File: src/rtl/core/ltsg_pkg.sv
// ----------------------------------------------------------------------------
// ltsg_pkg
// Shared types and constants for the layout transfer segment generator.
// ----------------------------------------------------------------------------
`default_nettype none

package ltsg_pkg;

   localparam int OFFSET_BITS = 40;
   localparam int LIST_DEPTH  = 64;
   localparam int LIST_AW     = $clog2(LIST_DEPTH);
   localparam int CNT_W       = LIST_AW + 1;
   localparam int ELEM_W      = 24;
   localparam int EB_W        = 9;
   localparam int BYTES_W     = 32;
   localparam int CSR_IDX_W   = 3;

   // layout modes
   localparam logic [1:0] MODE_CONTIG  = 2'd0;
   localparam logic [1:0] MODE_STRIDED = 2'd1;
   localparam logic [1:0] MODE_LIST    = 2'd2;

   // item kinds
   localparam logic [1:0] KIND_CLEAR   = 2'd0;
   localparam logic [1:0] KIND_SRC_ADD = 2'd1;
   localparam logic [1:0] KIND_DST_ADD = 2'd2;
   localparam logic [1:0] KIND_NEXT    = 2'd3;

   // register indexes
   localparam logic [CSR_IDX_W-1:0] CSR_SRC_MODE   = 3'd0;
   localparam logic [CSR_IDX_W-1:0] CSR_DST_MODE   = 3'd1;
   localparam logic [CSR_IDX_W-1:0] CSR_ELEM_BYTES = 3'd2;
   localparam logic [CSR_IDX_W-1:0] CSR_TOTAL      = 3'd3;
   localparam logic [CSR_IDX_W-1:0] CSR_SRC_RUN    = 3'd4;
   localparam logic [CSR_IDX_W-1:0] CSR_SRC_STRIDE = 3'd5;
   localparam logic [CSR_IDX_W-1:0] CSR_DST_RUN    = 3'd6;
   localparam logic [CSR_IDX_W-1:0] CSR_DST_STRIDE = 3'd7;

   typedef struct packed {
      logic [1:0]        kind;
      logic [ELEM_W-1:0] entry_offset;
      logic [ELEM_W-1:0] entry_length;
   } req_type;

   typedef struct packed {
      logic [OFFSET_BITS-1:0] seg_src_offset;
      logic [OFFSET_BITS-1:0] seg_dst_offset;
      logic [BYTES_W-1:0]     seg_bytes;
      logic                   seg_last;
      logic                   seg_error;
   } rsp_type;

   typedef enum logic [2:0] {
      ST_IDLE,
      ST_CHECK,
      ST_BASE,
      ST_CURSOR,
      ST_PICK,
      ST_ISSUE,
      ST_ERROR
   } state_type;

   // controller to datapath
   typedef struct packed {
      logic accept;
      logic check;
      logic base;
      logic cursor;
      logic pick;
      logic issue;
      logic error;
   } cmd_type;

   // datapath to controller
   typedef struct packed {
      logic is_next;
      logic finished;
      logic bad;
      logic out_busy;
   } sts_type;

endpackage

`default_nettype wire

File: src/rtl/core/ltsg_ctrl.sv
// ----------------------------------------------------------------------------
// ltsg_ctrl
// Sequencer that steps the datapath through one segment computation.
// ----------------------------------------------------------------------------
`default_nettype none

module ltsg_ctrl (
   input  wire                 clock,
   input  wire                 reset,
   input  wire                 req_valid,
   output logic                req_ready,
   input  ltsg_pkg::sts_type   sts,
   output ltsg_pkg::cmd_type   cmd
);

   ltsg_pkg::state_type state_ff, state_in;

   // state register
   always_ff @(posedge clock) begin
      if (reset) begin
         state_ff <= ltsg_pkg::ST_IDLE;
      end else begin
         state_ff <= state_in;
      end
   end

   // next state and commands
   always_comb begin
      state_in  = state_ff;
      cmd       = '0;
      req_ready = 1'b0;
      case (state_ff)
         ltsg_pkg::ST_IDLE: begin
            req_ready = 1'b1;
            if (req_valid) begin
               cmd.accept = 1'b1;
               if (sts.is_next) state_in = ltsg_pkg::ST_CHECK;
            end
         end
         ltsg_pkg::ST_CHECK: begin
            cmd.check = 1'b1;
            if (sts.finished)  state_in = ltsg_pkg::ST_IDLE;
            else if (sts.bad)  state_in = ltsg_pkg::ST_ERROR;
            else               state_in = ltsg_pkg::ST_BASE;
         end
         ltsg_pkg::ST_BASE: begin
            cmd.base = 1'b1;
            state_in = ltsg_pkg::ST_CURSOR;
         end
         ltsg_pkg::ST_CURSOR: begin
            cmd.cursor = 1'b1;
            state_in   = ltsg_pkg::ST_PICK;
         end
         ltsg_pkg::ST_PICK: begin
            cmd.pick = 1'b1;
            state_in = ltsg_pkg::ST_ISSUE;
         end
         ltsg_pkg::ST_ISSUE: begin
            if (!sts.out_busy) begin
               cmd.issue = 1'b1;
               state_in  = ltsg_pkg::ST_IDLE;
            end
         end
         ltsg_pkg::ST_ERROR: begin
            if (!sts.out_busy) begin
               cmd.error = 1'b1;
               state_in  = ltsg_pkg::ST_IDLE;
            end
         end
         default: state_in = ltsg_pkg::ST_IDLE;
      endcase
   end

endmodule

`default_nettype wire

File: config.mk
export PLATFORM = sky130hd
export DESIGN_NAME = ltsg_ctrl
export DESIGN_NICKNAME = d
export VERILOG_FILES = /design/src/rtl/core/ltsg_pkg.sv /design/src/rtl/core/ltsg_ctrl.sv
export SDC_FILE = /design/constraint.sdc
export NUM_CORES = 1
export LEC_CHECK = 0
export ABC_AREA = 0
export BUFFER_PORTS_ARGS = -buffer_cell sky130_fd_sc_hd__buf_4
export CAP_MARGIN = 20
export CORE_AREA = 2 2 39 41
export DETAILED_ROUTE_END_ITERATION = 16
export DIE_AREA = 0 0 41 43
export GPL_TIMING_DRIVEN = 0
export SLEW_MARGIN = 25
export SYNTH_ARGS = -nofsm -noshare
export SYNTH_HDL_FRONTEND = slang
export SYNTH_SLANG_ARGS = --single-unit
File: constraint.sdc
create_clock -name clock -period 1.14 [get_ports clock]
set_input_delay 0.057 -clock clock [delete_from_list [all_inputs] [get_ports clock]]
set_output_delay 0.057 -clock clock [all_outputs]
set_load 0.005 [all_outputs]
# Word-level counts from Yosys, hierarchy flattened
# Cells that the tools add are included.
word_totals:
  register_bits: 3
  latchBits: 0
  mem_bits_rw: 0
  rom_bits: 0
  inputBits: 7
  out_inout_bits: 8
  wordCells: 29
  mem_count: 0
op_classes:
  addsub: 0
  multipliers: 0
  div_mod_pow: 0
  magnitude_cmp: 0
  n_eq_ne: 9
  shifts: 0
  n_mux: 16
  bitwise: 0
  reduce_logical: 3
op_table:
  columns: ["cell", "n"]
  rows:
  - ["$pmux 3 s6", 1]
  - ["$mux 3", 5]
  - ["$mux 1", 10]
  - ["$eq 3x3->1 const B", 3]
  - ["$eq 3x2->1 const B", 2]
  - ["$ne 2x2->1 const B", 3]
  - ["$eq 3x1->1 const B", 1]
  - ["$logic_not 3->1", 1]
  - ["$reduce_and 3->1", 1]
  - ["$reduce_or 2->1", 1]

# Logic depth before layout (Yosys ltp)
# Gate-level depths: netlist of run 1.
depth:
  word_depth: 4
  mapped_depth: 4
  mapped_depth_nobuf: 3

# Worst setup path after synthesis of run 1
# Ideal clock, no wire load.
synth_timing:
  kind: "register to register"
  from: "register state_ff[0]"
  to: "register state_ff[2]"
  setup_time_ns: 0.127
  arrival_time_ns: 0.815
  setup_slack_ns: 0.198
  path_stages_with_launch: 4
  n_path_buf: 0
  cell_sequence: "dfxtp_1 > or2b_1 > o2111ai_2 > o41ai_2"
synth_via:
  elab_chain_len: 4
synth_lines:
  columns: ["element", "line", "text"]
  rows:
  - ["start, declared", "ltsg_ctrl.sv:16", "ltsg_pkg::state_type state_ff, state_in;"]
  - ["start signal, assigned", "ltsg_ctrl.sv:21", "state_ff <= ltsg_pkg::ST_IDLE;"]
  - ["start signal, assigned", "ltsg_ctrl.sv:23", "state_ff <= state_in;"]
  - ["$eq 3x3->1", "ltsg_ctrl.sv:32", "case (state_ff)"]
  - ["$reduce_or 2->1 (no line)", null, null]
  - ["$ne 2x2->1 (no line)", null, null]
  - ["$reduce_and 3->1 (no line)", null, null]
# Parallel ways exist; a longest one is shown, timed or not.
# A chain may end at the register's enable or synchronous reset.

==> qor.csv, run 1 <==
stage,metric,value,unit
power,PwrDens,940.6,mW/mm^2
hold_path,min-delay src,reset,
clocking,"Hold-fix buffers, CTS",0,
routing,Pre-Repair DR Iteration Count,1,
cells_and_area,fillcell total,151,
global_route,global route overflow,0,
logic_synthesis,"FF+latch count, synth",3,
cells_and_area,FF/Latch Area,65.06,um^2
timing,Max Slew Vio Count,0,
clocking,Worst-path clk slew,0.04,ns
worst_setup_path,Setup crit end kind,output pin,
logic_synthesis,largest area contributor in the netlist,dfxtp_1,
cells_and_area,nets@finish,60,
power,Static Leak,0.2044,nW
worst_setup_path,critical path startpoint category,register,
die,Ports,15,
power,Max IR drop VDD,0.3447,mV
power,switching pwr,106.5,uW
logic_synthesis,Synth top area share,0.2581,
cells_and_area,layout cell share with drive strength beyond 1,0.5769,
placed_design,DP Area,357.8,um^2
logic_synthesis,syn_nets,38,
hold_path,class of the tightest hold or removal check,in2reg,
power,Sw Ratio,0.2571,
run_status,status,"complete, no violations",
logic_synthesis,Synth top cells by count,"6 x nor2_1, 4 x inv_1, 3 x dfxtp_1, 3 x nand2_1",
logic_synthesis,synthesized cell area,232.7,um^2
cells_and_area,max reg flops,3,
logic_synthesis,"FFs w/ async S/R, synth",0,
timing,"Hold Vio Cnt, Final",0,
worst_setup_path,r2r endpoint,state_ff[2],
worst_setup_path,Reg-to-Reg Start,state_ff[0],
placed_design,post-DP HPWL,445.4,um
hold_path,hold path depth,2,
routing,Post-Route WL,600,um
timing,setup TNS,0,ns
global_route,largest net degree at the start of global routing,11,
hold_path,worst hold endpoint,state_ff[1],
logic_synthesis,share of the yosys chip area belonging to registers,0.2581,
timing,max_slew headroom,0.8443,
global_route,first-pass GRT wire length,945,um
die,Initial Util,0.1682,
routing,routed length per instance,8.824,um
placed_design,number of port buffers,14,
clocking,CTS Buf Count,3,
clocking,clock latency on the worst-skew pair,0.23,ns
routing,Final ANT Viol Nets,0,
logic_synthesis,"top cells by area, synth","dfxtp_1 26%, nor2_1 9.7%, o41ai_2 7.0%",
routing,drc violations,0,
logic_synthesis,library cells used by synthesis,17,
clocking,H-tree depth,1,
cells_and_area,multi-input logic area,161.4,um^2
timing,fin crit period,1.120,ns
routing,DR vias,282,
clocking,CTS Sinks,3,
worst_setup_path,Worst R2R Path Depth,4,
routing,DR vias/cell,4.147,
timing,actual slew at the worst max-slew pin,0.2310,ns
worst_setup_path,r2r setup slk,0.07,ns
placed_design,Placed Instances,61,
timing,RSZ-0062 raised after global routing,yes,
logic_synthesis,Main synth FF type,dfxtp_1,
die,die height,43,um
timing,Worst Slack Setup Final,0.02001,ns
power,logic gate share of total power,0.268,
routing,Initial DRC Count,0,
timing,fmax,0.8929,GHz
die,Core Region,0.001384,mm^2
global_route,initial antenna violation count,0,
placed_design,pre-CTS setup slack,0.1073,ns
job,max_cap viols,0,
placed_design,GPL Wtd Cong,0.6534,
global_route,vias in the first global route,261,
cells_and_area,"Cell Count, Final, Fillers Out",68,
power,internal power,307.7,uW
timing,clock skew,0.0003306,ns
die,die footprint,0.001763,mm^2
timing,final setup violation count,0,
cells_and_area,ant diodes,0,
logic_synthesis,Avg Inst Size Synth,7.507,um^2
clocking,CTS tree,done,
worst_setup_path,CP Class,reg2out,
timing,Tcrit/Tclk final,0.9825,
worst_setup_path,top fanout value on the critical path,9,
cells_and_area,final instance area,440.4,um^2
worst_setup_path,"Req. time, crit path",1.08,ns
worst_setup_path,Worst Path Arrival,1.06,ns
logic_synthesis,top-count cell post-synth,nor2_1,
die,chip width,41,um
cells_and_area,Top Registers,state_ff: 3 flops,
die,FP Rows,14,
power,Reg power frac,0.286,
logic_synthesis,"EDFF count, synth",0,
power,Clk network pwr share,0.446,
cells_and_area,Top reg by flops,state_ff,
logic_synthesis,Syn Inst Count,31,
logic_synthesis,Yosys warnings,0,
clocking,worst-case clock buffer depth,2,
global_route,GRT Util Overall,0.08317,
clocking,Clock Root Buffer,clkbuf_4,
cells_and_area,area growth from synthesis to layout,89.25,%
-- critical path, stage by stage, from the launching register on --
cell and delay (ns):
dfxtp_1 0.30, buf_6 0.13, nor3_4 0.16, and2_1 0.14, buf_4 0.10
-- cells by family after synthesis --
family | Yosys count | synth area share
and+or+nand+nor | 16 | 0.3603
AOI/OAI and AO/OA | 6 | 0.2634
buffers and inverters | 6 | 0.1183
DFF | 3 | 0.2581
-- area by class of cell --
cell class                      count  share of cell area
Timing Repair Buffer               17              0.2898
Inverter                            4             0.03977
Multi-Input combinational cell     22              0.3665
Tap cell                           16             0.04545
Clock buffer                        4             0.05966
Buffer                              2             0.05114
Sequential cell                     3              0.1477
-- layer usage --
metal  track usage  part of all wire
met5             0                 0
met4       0.08000                 0
met3       0.03141             0.083
met2        0.1281              0.54
met1       0.07668              0.38
-- worst max-delay path by stage --
stage	endpoint	cells past startpoint	startpoint	slack [ns]
final	cmd[6]	4	state_ff[2]	0.02
after CTS	cmd[6]	4	state_ff[2]	-0.0005
after floorplan	state_ff[2]	3	state_ff[0]	0.20
after global placement	state_ff[2]	3	state_ff[0]	0.12
after global routing	cmd[1]	3	state_ff[0]	-0.04
after detailed placement	state_ff[2]	3	state_ff[0]	0.11
-- power groups by stage --
stage | combinational, mW | clock (mW) | sequential [mW]
6_report | 0.111 | 0.185 | 0.118
5_1_grt | 0.121 | 0.209 | 0.120
4_1_cts | 0.107 | 0.194 | 0.118
3_5_place_dp | 0.0940 | 0 | 0.118
3_3_place_gp | 0.0935 | 0 | 0.118
2_1_floorplan | 0.0484 | 0 | 0.116
-- cells in the final DEF (no fill, tap or decap), types with 2 or more instances in the layout --
cell type / Yosys / layout
buf_4: 1 / 17
inv_1: 4 / 3
buf_6: 0 / 2
a21oi_1: 2 / 2
nand2_1: 3 / 3
clkbuf_4: 0 / 3
nor2_1: 6 / 6
-- metrics by stage --
stage / util / total power, mW / hold slack (ns)
2_1_floorplan: - / 0.1648 / 0.1294
3_3_place_gp: 0.2586 / 0.2112 / 0.2536
3_5_place_dp: 0.2586 / 0.2119 / 0.2552
4_1_cts: 0.3047 / 0.4189 / 0.009046
5_1_grt: 0.3183 / 0.4495 / 0.004104
6_report: 0.3183 / 0.4142 / 0.006957
-- what timing repair did --
item	in CTS	in global routing
pin swaps	2	2
gates resized for setup	8	3
endpoints found under the hold margin	0	0
setup endpoints to repair	3	7
cloned	0	0
setup buffers	1	2
Power figures use the tool's default switching activity.
==> inputs of run 2 (changes only) <==
--- a/config.mk
+++ b/config.mk
@@ -12,6 +12,7 @@
 export DETAILED_ROUTE_END_ITERATION = 16
 export DIE_AREA = 0 0 41 43
 export GPL_TIMING_DRIVEN = 0
+export PLACE_DENSITY = 0.39
 export SLEW_MARGIN = 25
 export SYNTH_ARGS = -nofsm -noshare
 export SYNTH_HDL_FRONTEND = slang
==> qor.csv, run 2 (same netlist as run 1, synthesis figures left out) <==
stage,metric,value,unit,change
run_status,status,"complete, no violations",,unchanged
timing,clock skew,0.0004262,ns,was 0.0003306 ns
cells_and_area,Top Registers,state_ff: 3 flops,,unchanged
worst_setup_path,Worst R2R Path Depth,4,,unchanged
worst_setup_path,"most used cell, CP",buf_6,,
worst_setup_path,Reg-to-Reg Start,state_ff[0],,unchanged
cells_and_area,"commonest non-fill, non-tap cells in the layout","19 x buf_4, 6 x nor2_1, 3 x buf_6, 3 x nand2_1, 3 x clkbuf_4",,"was 17 x buf_4, 6 x nor2_1, 3 x inv_1, 3 x nand2_1, 3 x clkbuf_4"
die,FP Rows,14,,unchanged
cells_and_area,Top reg by flops,state_ff,,unchanged
worst_setup_path,Worst Path Arrival,1.07,ns,was 1.06 ns
clocking,H-tree depth,1,,unchanged
routing,Initial DRC Count,5,,was 0
power,Static Leak,0.2231,nW,was 0.2044 nW
die,chip width,41,um,unchanged
worst_setup_path,CP Cell Sequence,"buf_6, nor3_4, and2_4, buf_6",,"was buf_6, nor3_4, and2_1, buf_4"
hold_path,min-delay src,reset,,unchanged
global_route,initial antenna violation count,0,,unchanged
global_route,vias in the first global route,241,,was 261
cells_and_area,ant diodes,0,,unchanged
routing,Post-Route WL,660,um,was 600 um
timing,setup TNS,0,ns,unchanged
routing,DR vias/cell,4.099,,was 4.147
cells_and_area,nets@finish,63,,was 60
power,PwrDens,904.1,mW/mm^2,was 940.6 mW/mm^2
placed_design,Placed Instances,61,,unchanged
placed_design,pre-CTS setup slack,0.1025,ns,was 0.1073 ns
global_route,global route overflow,0,,unchanged
routing,Final ANT Viol Nets,0,,unchanged
timing,"Hold Vio Cnt, Final",0,,unchanged
clocking,CTS Sinks,3,,unchanged
clocking,Clock Root Buffer,clkbuf_4,,unchanged
worst_setup_path,Critical-path top delay cell,dfxtp_2,,was dfxtp_1
cells_and_area,"commonest non-fill, non-tap cell in the layout",buf_4,,unchanged
cells_and_area,"Cell Count, Final, Fillers Out",71,,was 68
routing,routed length per instance,9.296,um,was 8.824 um
clocking,CTS tree,done,,unchanged
placed_design,GPL Wtd Cong,0.5578,,was 0.6534
hold_path,class of the tightest hold or removal check,in2reg,,unchanged
timing,Worst Slack Setup Final,0.01713,ns,was 0.02001 ns
worst_setup_path,r2r setup slk,0.06,ns,was 0.07 ns
die,Ports,15,,unchanged
timing,fmax,0.8906,GHz,was 0.8929 GHz
worst_setup_path,critical path startpoint category,register,,unchanged
placed_design,post-DP HPWL,477.1,um,was 445.4 um
timing,actual slew at the worst max-slew pin,0.2202,ns,was 0.2310 ns
timing,RSZ-0062 raised after global routing,yes,,unchanged
worst_setup_path,r2r endpoint,state_ff[2],,unchanged
global_route,largest net degree at the start of global routing,11,,unchanged
hold_path,worst hold endpoint,state_ff[1],,unchanged
die,die footprint,0.001763,mm^2,unchanged
clocking,clock latency on the worst-skew pair,0.23,ns,about the same
worst_setup_path,CP Class,reg2out,,unchanged
hold_path,hold path depth,2,,unchanged
job,max_cap viols,0,,unchanged
clocking,worst-case clock buffer depth,2,,unchanged
timing,Max Slew Vio Count,0,,unchanged
timing,fin crit period,1.123,ns,was 1.120 ns
worst_setup_path,top fanout value on the critical path,7,,was 9
worst_setup_path,CP max stage delay,0.30,ns,about the same
die,die height,43,um,unchanged
routing,DR vias,291,,was 282
timing,Tcrit/Tclk final,0.9850,,was 0.9825
die,Initial Util,0.1682,,unchanged
global_route,GRT Util Overall,0.08133,,was 0.08317
timing,final setup violation count,0,,unchanged
routing,drc violations,0,,unchanged
cells_and_area,max reg flops,3,,unchanged
clocking,"Hold-fix buffers, CTS",0,,unchanged
power,Max IR drop VDD,0.4195,mV,was 0.3447 mV
global_route,first-pass GRT wire length,945,um,unchanged
timing,max_slew headroom,0.8516,,was 0.8443
clocking,Worst-path clk slew,0.03,ns,was 0.04 ns
die,Core Region,0.001384,mm^2,unchanged
routing,Pre-Repair DR Iteration Count,4,,was 1
cells_and_area,area growth from synthesis to layout,100.5,%,was 89.25%
clocking,CTS Buf Count,3,,unchanged
placed_design,number of port buffers,14,,unchanged
worst_setup_path,Setup crit end kind,output pin,,unchanged
cells_and_area,layout cell share with drive strength beyond 1,0.6364,,was 0.5769
worst_setup_path,"Req. time, crit path",1.08,ns,about the same
==> run 2: cell count changes in the layout (fill, tap and decap cells not counted), sizes merged <==
cell | previous run | this run
buf | 19 | 22
==> run 2: power breakdown <==
| group | leakage, nW | internal [mW] | switching (mW) |
|---|---|---|---|
| registers | 0.0256 | 0.112 | 0.00755 |
| clock network | 0.0150 | 0.131 | 0.0484 |
| logic | 0.182 | 0.0747 | 0.0489 |
==> run 2: metal layers <==
metal,up-vias,global-route usage,share of wire
met3,0,0.01571,0.10
met1,128,0.09325,0.38
met5,-,0,0
met4,0,0.06000,0
met2,12,0.1250,0.51
li1,151,-,-
==> run 2: per-stage QoR <==
| step | hold slack [ns] | utilization | total power [mW] | instance area (um^2) |
|---|---|---|---|---|
| floorplan | 0.1294 | - | 0.1648 | 232.7 |
| global placement | 0.2513 | 0.2586 | 0.2135 | 357.8 |
| detailed placement | 0.2532 | 0.2586 | 0.2136 | 357.8 |
| CTS | 0.007362 | 0.3011 | 0.4162 | 416.7 |
| global route | 0.02573 | 0.3373 | 0.4541 | 466.7 |
| finish | 0.01508 | 0.3373 | 0.4219 | 466.7 |
==> run 2: cell type report <==
| class | instances | area, um^2 |
|---|---|---|
| clock buffer | 4 | 26.28 |
| sequential | 3 | 65.06 |
| timing repair buffer | 20 | 153.9 |
| buffer | 2 | 22.52 |
| multi-input combinational | 22 | 163.9 |
| tap | 16 | 20.02 |
| inverter | 4 | 15.01 |
| fill | 160 | 917.1 |
==> run 2: worst max-delay path: cells and delay by family (launching register included) <==
| family | cells | cell delay (ns) |
|---|---|---|
| buf+inv | 2 | 0.21 |
| simple gates | 2 | 0.33 |
| flops | 1 | 0.30 |
==> run 2: worst max path at each step <==
stage	startpoint	to	slack, ns
after detailed placement	state_ff[0]	state_ff[2]	0.10
after global placement	state_ff[0]	state_ff[2]	0.11
after global routing	state_ff[2]	cmd[6]	-0.04
final	state_ff[2]	cmd[6]	0.02
after floorplan	state_ff[0]	state_ff[2]	0.20
after CTS	state_ff[1]	cmd[6]	0.002
==> run 2: repair_timing <==
action,in CTS,in global routing
setup endpoints to repair,4,3
gates resized for setup,7,6
pin swaps,2,2
buffers inserted,1,5
